$ cat config.mk
export PLATFORM = sky130hd
export DESIGN_NAME = positional_list_store_top_flat
export DESIGN_NICKNAME = d
export VERILOG_FILES = /design/src/rtl/pls_pkg.sv /design/src/rtl/pls_req_if.sv /design/src/rtl/pls_rsp_if.sv /design/src/rtl/pls_ctrl.sv /design/src/rtl/pls_dp.sv /design/src/rtl/positional_list_store_top.sv /design/src/flat_wrapper.sv
export SDC_FILE = /design/constraint.sdc
export NUM_CORES = 1
export LEC_CHECK = 0
export BUFFER_PORTS_ARGS = -buffer_cell sky130_fd_sc_hd__buf_2
export CORE_UTILIZATION = 45
export DETAILED_ROUTE_END_ITERATION = 16
export GPL_TIMING_DRIVEN = 0
export PLACE_DENSITY = 0.7
export SLEW_MARGIN = 20
export SYNTH_ARGS = -nofsm -noshare
export SYNTH_HDL_FRONTEND = slang
export SYNTH_SLANG_ARGS = --single-unit
$ cat constraint.sdc
create_clock -name clk -period 8.4 [get_ports clk]
set_input_delay 0.84 -clock clk [delete_from_list [all_inputs] [get_ports clk]]
set_output_delay 0.84 -clock clk [all_outputs]
set_load 0.01 [all_outputs]
$ cat src/rtl/pls_pkg.sv
// Shared types for the positional list store.
`default_nettype none

package pls_pkg;

	localparam int POS_W = 5;
	localparam int VAL_W = 32;
	localparam int LEN_W = 5;

	typedef enum logic [1:0] {
		OP_APPEND = 2'd0,
		OP_INSERT = 2'd1,
		OP_REMOVE = 2'd2,
		OP_GET    = 2'd3
	} op_t;

	// Controller to datapath command for one accepted word.
	typedef struct packed {
		logic load;  // a word is accepted this cycle
		logic ins;   // write the item and shift the tail up
		logic app;   // the insert point is the end of the list
		logic del;   // shift the tail down over the removed cell
		logic rd;    // capture the cell at the requested position
	} cmd_t;

endpackage

`default_nettype wire

$ cat src/rtl/pls_req_if.sv
// Request channel: opcode, position and item.
`default_nettype none

interface pls_req_if;
	logic        valid;
	logic        ready;
	logic [1:0]  opcode;
	logic [4:0]  position;
	logic [31:0] item_value;

	modport source (output valid, output opcode, output position, output item_value,
		input ready);
	modport sink (input valid, input opcode, input position, input item_value,
		output ready);
endinterface

`default_nettype wire

$ cat src/rtl/pls_rsp_if.sv
// Response channel: outcome, read item, length and empty flag.
`default_nettype none

interface pls_rsp_if;
	logic        valid;
	logic        ready;
	logic        ok;
	logic [31:0] read_value;
	logic [4:0]  length;
	logic        empty_res;

	modport source (output valid, output ok, output read_value, output length,
		output empty_res, input ready);
	modport sink (input valid, input ok, input read_value, input length,
		input empty_res, output ready);
endinterface

`default_nettype wire

$ cat src/rtl/pls_ctrl.sv
// Controller: request checks, command issue and response holding.
`default_nettype none

module pls_ctrl #(
	parameter int DEPTH = 16,
	localparam int CNT_W = $clog2(DEPTH + 1)
) (
	input  logic                 clk,
	input  logic                 arst_n,
	input  logic                 in_valid,
	output logic                 in_ready,
	input  logic [1:0]           opcode,
	input  logic [pls_pkg::POS_W-1:0] position,
	input  logic [CNT_W-1:0]     count,
	output pls_pkg::cmd_t        cmd,
	output logic                 out_valid,
	input  logic                 out_ready,
	output logic                 ok
);
	import pls_pkg::*;

	localparam int CW = (CNT_W + 1 > POS_W + 1) ? CNT_W + 1 : POS_W + 1;

	typedef enum logic {
		S_IDLE,
		S_HOLD
	} state_t;

	state_t         state_q;
	logic           ok_q;
	logic           accept;
	logic           legal;
	logic           full;
	logic           pos_nz;
	logic [CW-1:0]  pos_w;
	logic [CW-1:0]  cnt_w;
	op_t            op;

	assign in_ready  = (state_q == S_IDLE) || out_ready;
	assign accept    = in_valid && in_ready;
	assign out_valid = (state_q == S_HOLD);
	assign ok        = ok_q;

	always_comb begin
		op     = op_t'(opcode);
		pos_w  = CW'(position);
		cnt_w  = CW'(count);
		full   = (cnt_w == CW'(DEPTH));
		pos_nz = (position != '0);
		unique case (op)
			OP_APPEND: legal = !full;
			OP_INSERT: legal = !full && pos_nz && (pos_w <= cnt_w + CW'(1));
			OP_REMOVE: legal = pos_nz && (pos_w <= cnt_w);
			OP_GET:    legal = pos_nz && (pos_w <= cnt_w);
			default:   legal = 1'b0;
		endcase
		cmd.load = accept;
		cmd.ins  = accept && legal && ((op == OP_APPEND) || (op == OP_INSERT));
		cmd.app  = (op == OP_APPEND);
		cmd.del  = accept && legal && (op == OP_REMOVE);
		cmd.rd   = accept && legal && (op == OP_GET);
	end

	always_ff @(posedge clk or negedge arst_n) begin
		if (!arst_n) begin
			state_q <= S_IDLE;
			ok_q    <= 1'b0;
		end else begin
			unique case (state_q)
				S_IDLE: begin
					if (accept) begin
						state_q <= S_HOLD;
						ok_q    <= legal;
					end
				end
				S_HOLD: begin
					if (accept) begin
						ok_q <= legal;
					end else if (out_ready) begin
						state_q <= S_IDLE;
					end
				end
				default: state_q <= S_IDLE;
			endcase
		end
	end

endmodule

`default_nettype wire

$ cat src/rtl/pls_dp.sv
// Datapath: shifting cell row, item count and read register.
`default_nettype none

module pls_dp #(
	parameter int DEPTH = 16,
	parameter int ITEM_WIDTH = 32,
	localparam int CNT_W = $clog2(DEPTH + 1),
	localparam int IW = $clog2(DEPTH)
) (
	input  logic                      clk,
	input  logic                      arst_n,
	input  pls_pkg::cmd_t             cmd,
	input  logic [pls_pkg::POS_W-1:0] position,
	input  logic [pls_pkg::VAL_W-1:0] item_value,
	output logic [CNT_W-1:0]          count,
	output logic [pls_pkg::VAL_W-1:0] read_value
);
	import pls_pkg::*;

	// Only the first 31 cells can be named by a position.
	localparam int RD_N = (DEPTH < 31) ? DEPTH : 31;

	logic [ITEM_WIDTH-1:0] slots_q [DEPTH];
	logic [CNT_W-1:0]      count_q;
	logic [VAL_W-1:0]      read_q;
	logic [IW-1:0]         idx;
	logic [ITEM_WIDTH-1:0] item;
	logic [ITEM_WIDTH-1:0] rd_cell;

	assign count      = count_q;
	assign read_value = read_q;
	assign item       = ITEM_WIDTH'(item_value);

	always_comb begin
		if (cmd.app) begin
			idx = count_q[IW-1:0];
		end else begin
			idx = IW'(POS_W'(position - POS_W'(1)));
		end
	end

	always_comb begin
		rd_cell = '0;
		for (int j = 0; j < RD_N; j++) begin
			if (position == POS_W'(j + 1)) begin
				rd_cell = slots_q[j];
			end
		end
	end

	// Each cell takes the item, its lower neighbor (insert) or its upper neighbor (remove).
	always_ff @(posedge clk) begin
		for (int i = 0; i < DEPTH; i++) begin
			if (cmd.ins) begin
				if (IW'(i) == idx) begin
					slots_q[i] <= item;
				end else if (i > 0 && IW'(i) > idx) begin
					slots_q[i] <= slots_q[(i > 0) ? i - 1 : 0];
				end
			end else if (cmd.del) begin
				if (i < DEPTH - 1 && IW'(i) >= idx) begin
					slots_q[i] <= slots_q[(i < DEPTH - 1) ? i + 1 : i];
				end
			end
		end
	end

	always_ff @(posedge clk) begin
		if (cmd.load) begin
			read_q <= cmd.rd ? VAL_W'(rd_cell) : '0;
		end
	end

	always_ff @(posedge clk or negedge arst_n) begin
		if (!arst_n) begin
			count_q <= '0;
		end else if (cmd.ins) begin
			count_q <= count_q + CNT_W'(1);
		end else if (cmd.del) begin
			count_q <= count_q - CNT_W'(1);
		end
	end

	a_count_bound: assert property (@(posedge clk) disable iff (!arst_n)
		count_q <= CNT_W'(DEPTH))
		else $error("item count above depth");

	a_one_shift: assert property (@(posedge clk) disable iff (!arst_n)
		!(cmd.ins && cmd.del) && (!(cmd.ins || cmd.del || cmd.rd) || cmd.load))
		else $error("conflicting or unaccepted shift command");

	a_ins_grows: assert property (@(posedge clk) disable iff (!arst_n)
		cmd.ins |=> count_q == $past(count_q) + CNT_W'(1))
		else $error("insert did not grow the list");

	a_idle_holds: assert property (@(posedge clk) disable iff (!arst_n)
		!cmd.load |=> $stable(count_q))
		else $error("count moved without a request");

endmodule

`default_nettype wire

$ cat src/rtl/positional_list_store_top.sv
// Positional list store: throughput one word per cycle while the response side keeps up.
// Latency: the response is valid in the cycle after the request is taken.
// The insert/remove shift over the whole cell row takes effect on the same clock edge as the response register.
// A new request is taken whenever no response waits or the waiting one leaves.
// Reset clears the item count and the response valid; cell contents are kept.
`default_nettype none

module positional_list_store_top #(
	parameter int DEPTH = 16,
	parameter int ITEM_WIDTH = 32
) (
	input  logic      clk,
	input  logic      arst_n,
	pls_req_if.sink   req,
	pls_rsp_if.source rsp
);
	import pls_pkg::*;

	localparam int CNT_W = $clog2(DEPTH + 1);

	cmd_t             cmd;
	logic [CNT_W-1:0] count;
	logic             rsp_valid;
	logic             rsp_ok;
	logic             req_ready;
	logic [VAL_W-1:0] read_value;

	pls_ctrl #(
		.DEPTH(DEPTH)
	) u_ctrl (
		.clk       (clk),
		.arst_n    (arst_n),
		.in_valid  (req.valid),
		.in_ready  (req_ready),
		.opcode    (req.opcode),
		.position  (req.position),
		.count     (count),
		.cmd       (cmd),
		.out_valid (rsp_valid),
		.out_ready (rsp.ready),
		.ok        (rsp_ok)
	);

	pls_dp #(
		.DEPTH      (DEPTH),
		.ITEM_WIDTH (ITEM_WIDTH)
	) u_dp (
		.clk        (clk),
		.arst_n     (arst_n),
		.cmd        (cmd),
		.position   (req.position),
		.item_value (req.item_value),
		.count      (count),
		.read_value (read_value)
	);

	assign req.ready      = req_ready;
	assign rsp.valid      = rsp_valid;
	assign rsp.ok         = rsp_ok;
	assign rsp.read_value = read_value;
	assign rsp.length     = LEN_W'(count);
	assign rsp.empty_res  = (count == '0);

endmodule

`default_nettype wire

$ cat src/flat_wrapper.sv
// flat-port wrapper written by rule: the top's interface ports become plain ports
module positional_list_store_top_flat import pls_pkg::*;
#(
	parameter int DEPTH = 16,
	parameter int ITEM_WIDTH = 32
)
  (clk, arst_n, req_valid, req_opcode, req_position, req_item_value, req_ready, rsp_valid, rsp_ok, rsp_read_value, rsp_length, rsp_empty_res, rsp_ready);
  pls_req_if req_i ();
  pls_rsp_if rsp_i ();
  input  logic clk;
  input  logic arst_n;
  input wire logic [$bits(req_i.valid)-1:0] req_valid;
  input wire logic [$bits(req_i.opcode)-1:0] req_opcode;
  input wire logic [$bits(req_i.position)-1:0] req_position;
  input wire logic [$bits(req_i.item_value)-1:0] req_item_value;
  output wire logic [$bits(req_i.ready)-1:0] req_ready;
  output wire logic [$bits(rsp_i.valid)-1:0] rsp_valid;
  output wire logic [$bits(rsp_i.ok)-1:0] rsp_ok;
  output wire logic [$bits(rsp_i.read_value)-1:0] rsp_read_value;
  output wire logic [$bits(rsp_i.length)-1:0] rsp_length;
  output wire logic [$bits(rsp_i.empty_res)-1:0] rsp_empty_res;
  input wire logic [$bits(rsp_i.ready)-1:0] rsp_ready;
  assign req_i.valid = req_valid;
  assign req_i.opcode = req_opcode;
  assign req_i.position = req_position;
  assign req_i.item_value = req_item_value;
  assign req_ready = req_i.ready;
  assign rsp_valid = rsp_i.valid;
  assign rsp_ok = rsp_i.ok;
  assign rsp_read_value = rsp_i.read_value;
  assign rsp_length = rsp_i.length;
  assign rsp_empty_res = rsp_i.empty_res;
  assign rsp_i.ready = rsp_ready;
  positional_list_store_top #(.DEPTH(DEPTH), .ITEM_WIDTH(ITEM_WIDTH)) u_core (.clk(clk), .arst_n(arst_n), .req(req_i), .rsp(rsp_i));
endmodule
==> reports/qor.yml <==
cts_buffer_depth: 3
r2r_end: "u_core.u_dp.read_value[11]"
hold_viol_final: 0
synth-seq-cells: 551
slew_viol_final: 0
totalWireLength_um: 147000
port_buffers: 82
required_ns: 8.73
final_common_cell: "nand2_1"
multi_input_area_um2: 15100
rrSetupSlack_ns: 3.81
synth_cell_types: 95
vias_per_cell: 7.04
detail_route.first_pass.iterations: 6
status: "finished, final reports clean"
critPathMaxFanout: 10
post_cts_resized: 0
dp.final_hpwl_um: 113000
clk_latency_ns: 0.65
max-slew-margin-rel_pct: 8.44
maxCapViolations: 0
worstSetupPathType: "primary input to flop"
yosysTopAreaCellShare_pct: 49.3
drc: 0
syn_to_final_growth_pct: 12.3
grt_pass1_vias: 30000
cp-end-kind: "flop"
pwr-share-clk_pct: 34.5
switchingPower_mw: 2.69
crit_chain: "buf_2 > ha_1 > clkbuf_1 > clkbuf_1 > clkbuf_1 > o21ai_0 > o211a_1 > a2111oi_0 > o22ai_1"
arrival_ns: 5.77
fin_crit_sh_pct: 64.8
cts.sinks: 551
utilization_pct: 51.1
antenna_found_initial: 3
cts_tree: "yes"
avgRoutedWirePerCell_um: 32.4
vias: 32000
yosys_warnings: 0
pwr-share-seq_pct: 44.3
p_sw_share_pct: 32.6
grt_pass1_wl_um: 208000
timing.final.crit_period_ns: 5.44
initial_utilization_pct: 45.5
cts_htree_levels: 3
clock_tree.root_cell: "clkbuf_16"
power_density_nw_per_um2: 222
seqCellArea_um2: 16500
syn_nets: 3436
rsz0062_at_grt: "no"
nFillCells: 6791
setup_slack_ns: 2.96
max-vdd-ir-drop_mv: 0.147
die_w_um: 273
die_area_um2: 74700
cts_hold_buf: 0
crit_path_max_incr_delay_ns: 1.00
async_flop_share_pct: 1.27
setup_viol: 0
rows: 99
clk_pin_slew_ns: 0.06
startpoint_type: "primary input"
worst_r2r_startpoint: "u_core.u_dp.count[1]"
cellInternalPower_mw: 5.55
ant_nets: 0
ys.flop_type: "edfxtp_1"
hold_path.class: "primary input to asynchronous set/reset pin"
final_cell_mix: "nand2_1, edfxtp_1, nor2_1"
postCtsSetupBuffers: 0
n_antenna_cell: 0
grt_use_total_pct: 38.6
final.setup.tns_ns: 0
slowest_stage: "clkbuf_1"
ios: 84
reg2regPathDepth: 10
worst_slew_pin_slew_ns: 1.37
synth_area_um2: 33100
core_area_um2: 72800
avgSynthCellArea_um2: 9.82
drive_above_1_share_pct: 13.2
grt-ovfl-total: 0
cts_buffers: 66
nets: 3605
clock-skew-final_ns: 0.0233
netlist_instances: 3372
place.gp.congestion: 1.04
combPwrFrac_pct: 21.3
ys_seq_area_share_pct: 49.9
fin_hold_ws_ns: 0.0192
p_leak_nw: 13.2
synth_area_leader_cell: "edfxtp_1"
dp_worst_setup_slack_ns: 2.71
synthTopCellsByArea: "edfxtp_1, nand2_1, mux2i_1"
synth_enable_flop_cells: 544
fp.dieH_um: 273
grt_max_degree: 33
drt_iter0_markers: 5620
cpMostUsedCell: "clkbuf_1"
max_freq_ghz: 0.184
-- per-layer routing --
layer | global-route usage [%] | part of all wire (%) | vias up
met5 | 0 | 0.019 | -
li1 | - | - | 13100
met3 | 13.1 | 15 | 518
met1 | 50.4 | 36 | 15700
met4 | 24.0 | 7.6 | 4
met2 | 55.0 | 41 | 2735
-- worst max-delay path: cells and delay by family --
| family | cells | cell delay, ns |
|---|---|---|
| adder cells (fa/ha/maj) | 1 | 0.47 |
| AO/OA/AOI/OAI | 4 | 1.61 |
| buffers and inverters | 4 | 2.83 |
-- worst max-delay path by stage --
stage	cells after the start	slack (ns)	from	endpoint
global route	9	3.20	req_position[1]	u_core.u_dp.read_value[11]
global placement	10	0.76	req_position[0]	u_core.u_dp.slots_q[0][78]
floorplan	9	3.36	u_core.u_dp.count[1]	u_core.u_dp.slots_q[0][64]
detailed placement	12	2.71	req_position[1]	u_core.u_dp.read_value[31]
finish	9	2.96	req_position[1]	u_core.u_dp.read_value[11]
CTS	12	3.33	req_position[1]	u_core.u_dp.read_value[31]
-- layout make-up --
class                   count  share of cell area, %
flip-flops and latches    551                   44.4
well taps                 959                   3.23
clock buffers              77                   4.61
plain buffers             326                   4.09
clock inverters            41                  0.801
repair buffers            101                   1.98
multi-input cells        2470                   40.6
inverters                  25                  0.252
-- state kept, by name, indices dropped and copies added, names as in the netlist --
| name | cells |
|---|---|
| u_core.u_dp.slots_q | 512 |
| u_core.u_dp.read_value | 32 |
| u_core.u_dp.count | 5 |
| u_core.u_ctrl.ok | 1 |
| u_core.u_ctrl.out_valid | 1 |
-- power groups by stage --
stage	sequential, mW	clock (mW)	combinational (mW)
4_1_cts	3.63	2.80	1.68
5_1_grt	3.66	2.90	1.84
2_1_floorplan	3.60	0	1.09
6_report	3.65	2.84	1.75
3_5_place_dp	3.69	0	1.67
3_3_place_gp	3.70	0	1.59
-- cell families after synthesis --
group | count (synthesis) | synth area share [%]
AOI/OAI and AO/OA | 1010 | 20.5
adders and majority gates | 21 | 0.816
buffers and inverters | 351 | 4.86
DFF | 551 | 49.9
xor gates and xnor gates | 9 | 0.238
muxes | 268 | 8.57
and+or+nand+nor | 1162 | 15.2
-- synth_stat cells, drive strengths merged (10+ instances only) --
master	instances
a211oi	18
nand2	648
or3	21
inv	25
o22ai	65
edfxtp	544
a2bb2oi	92
a31oi	199
nand3	35
a21o	11
clkbuf	176
ha	20
o2111ai	14
o221ai	16
mux2i	143
and3	11
o211ai	10
a2111oi	10
nand2b	10
nand4	12
nor3	36
nor2	317
a22oi	99
a221o	14
mux2	125
o21ai	170
nor2b	13
buf	150
a21oi	179
a221oi	53
-- stage by stage --
| stage | instance area [µm²] | power [mW] | std cells |
|---|---|---|---|
| after detailed placement | 35200 | 5.36 | 4432 |
| after CTS | 37200 | 8.12 | 4550 |
| after global placement | 34700 | 5.30 | 4413 |
| after floorplan | 33100 | 4.69 | 3372 |
| final | 37200 | 8.24 | 4550 |
| after global routing | 37200 | 8.41 | 4550 |
Power figures use the tool's default switching activity.
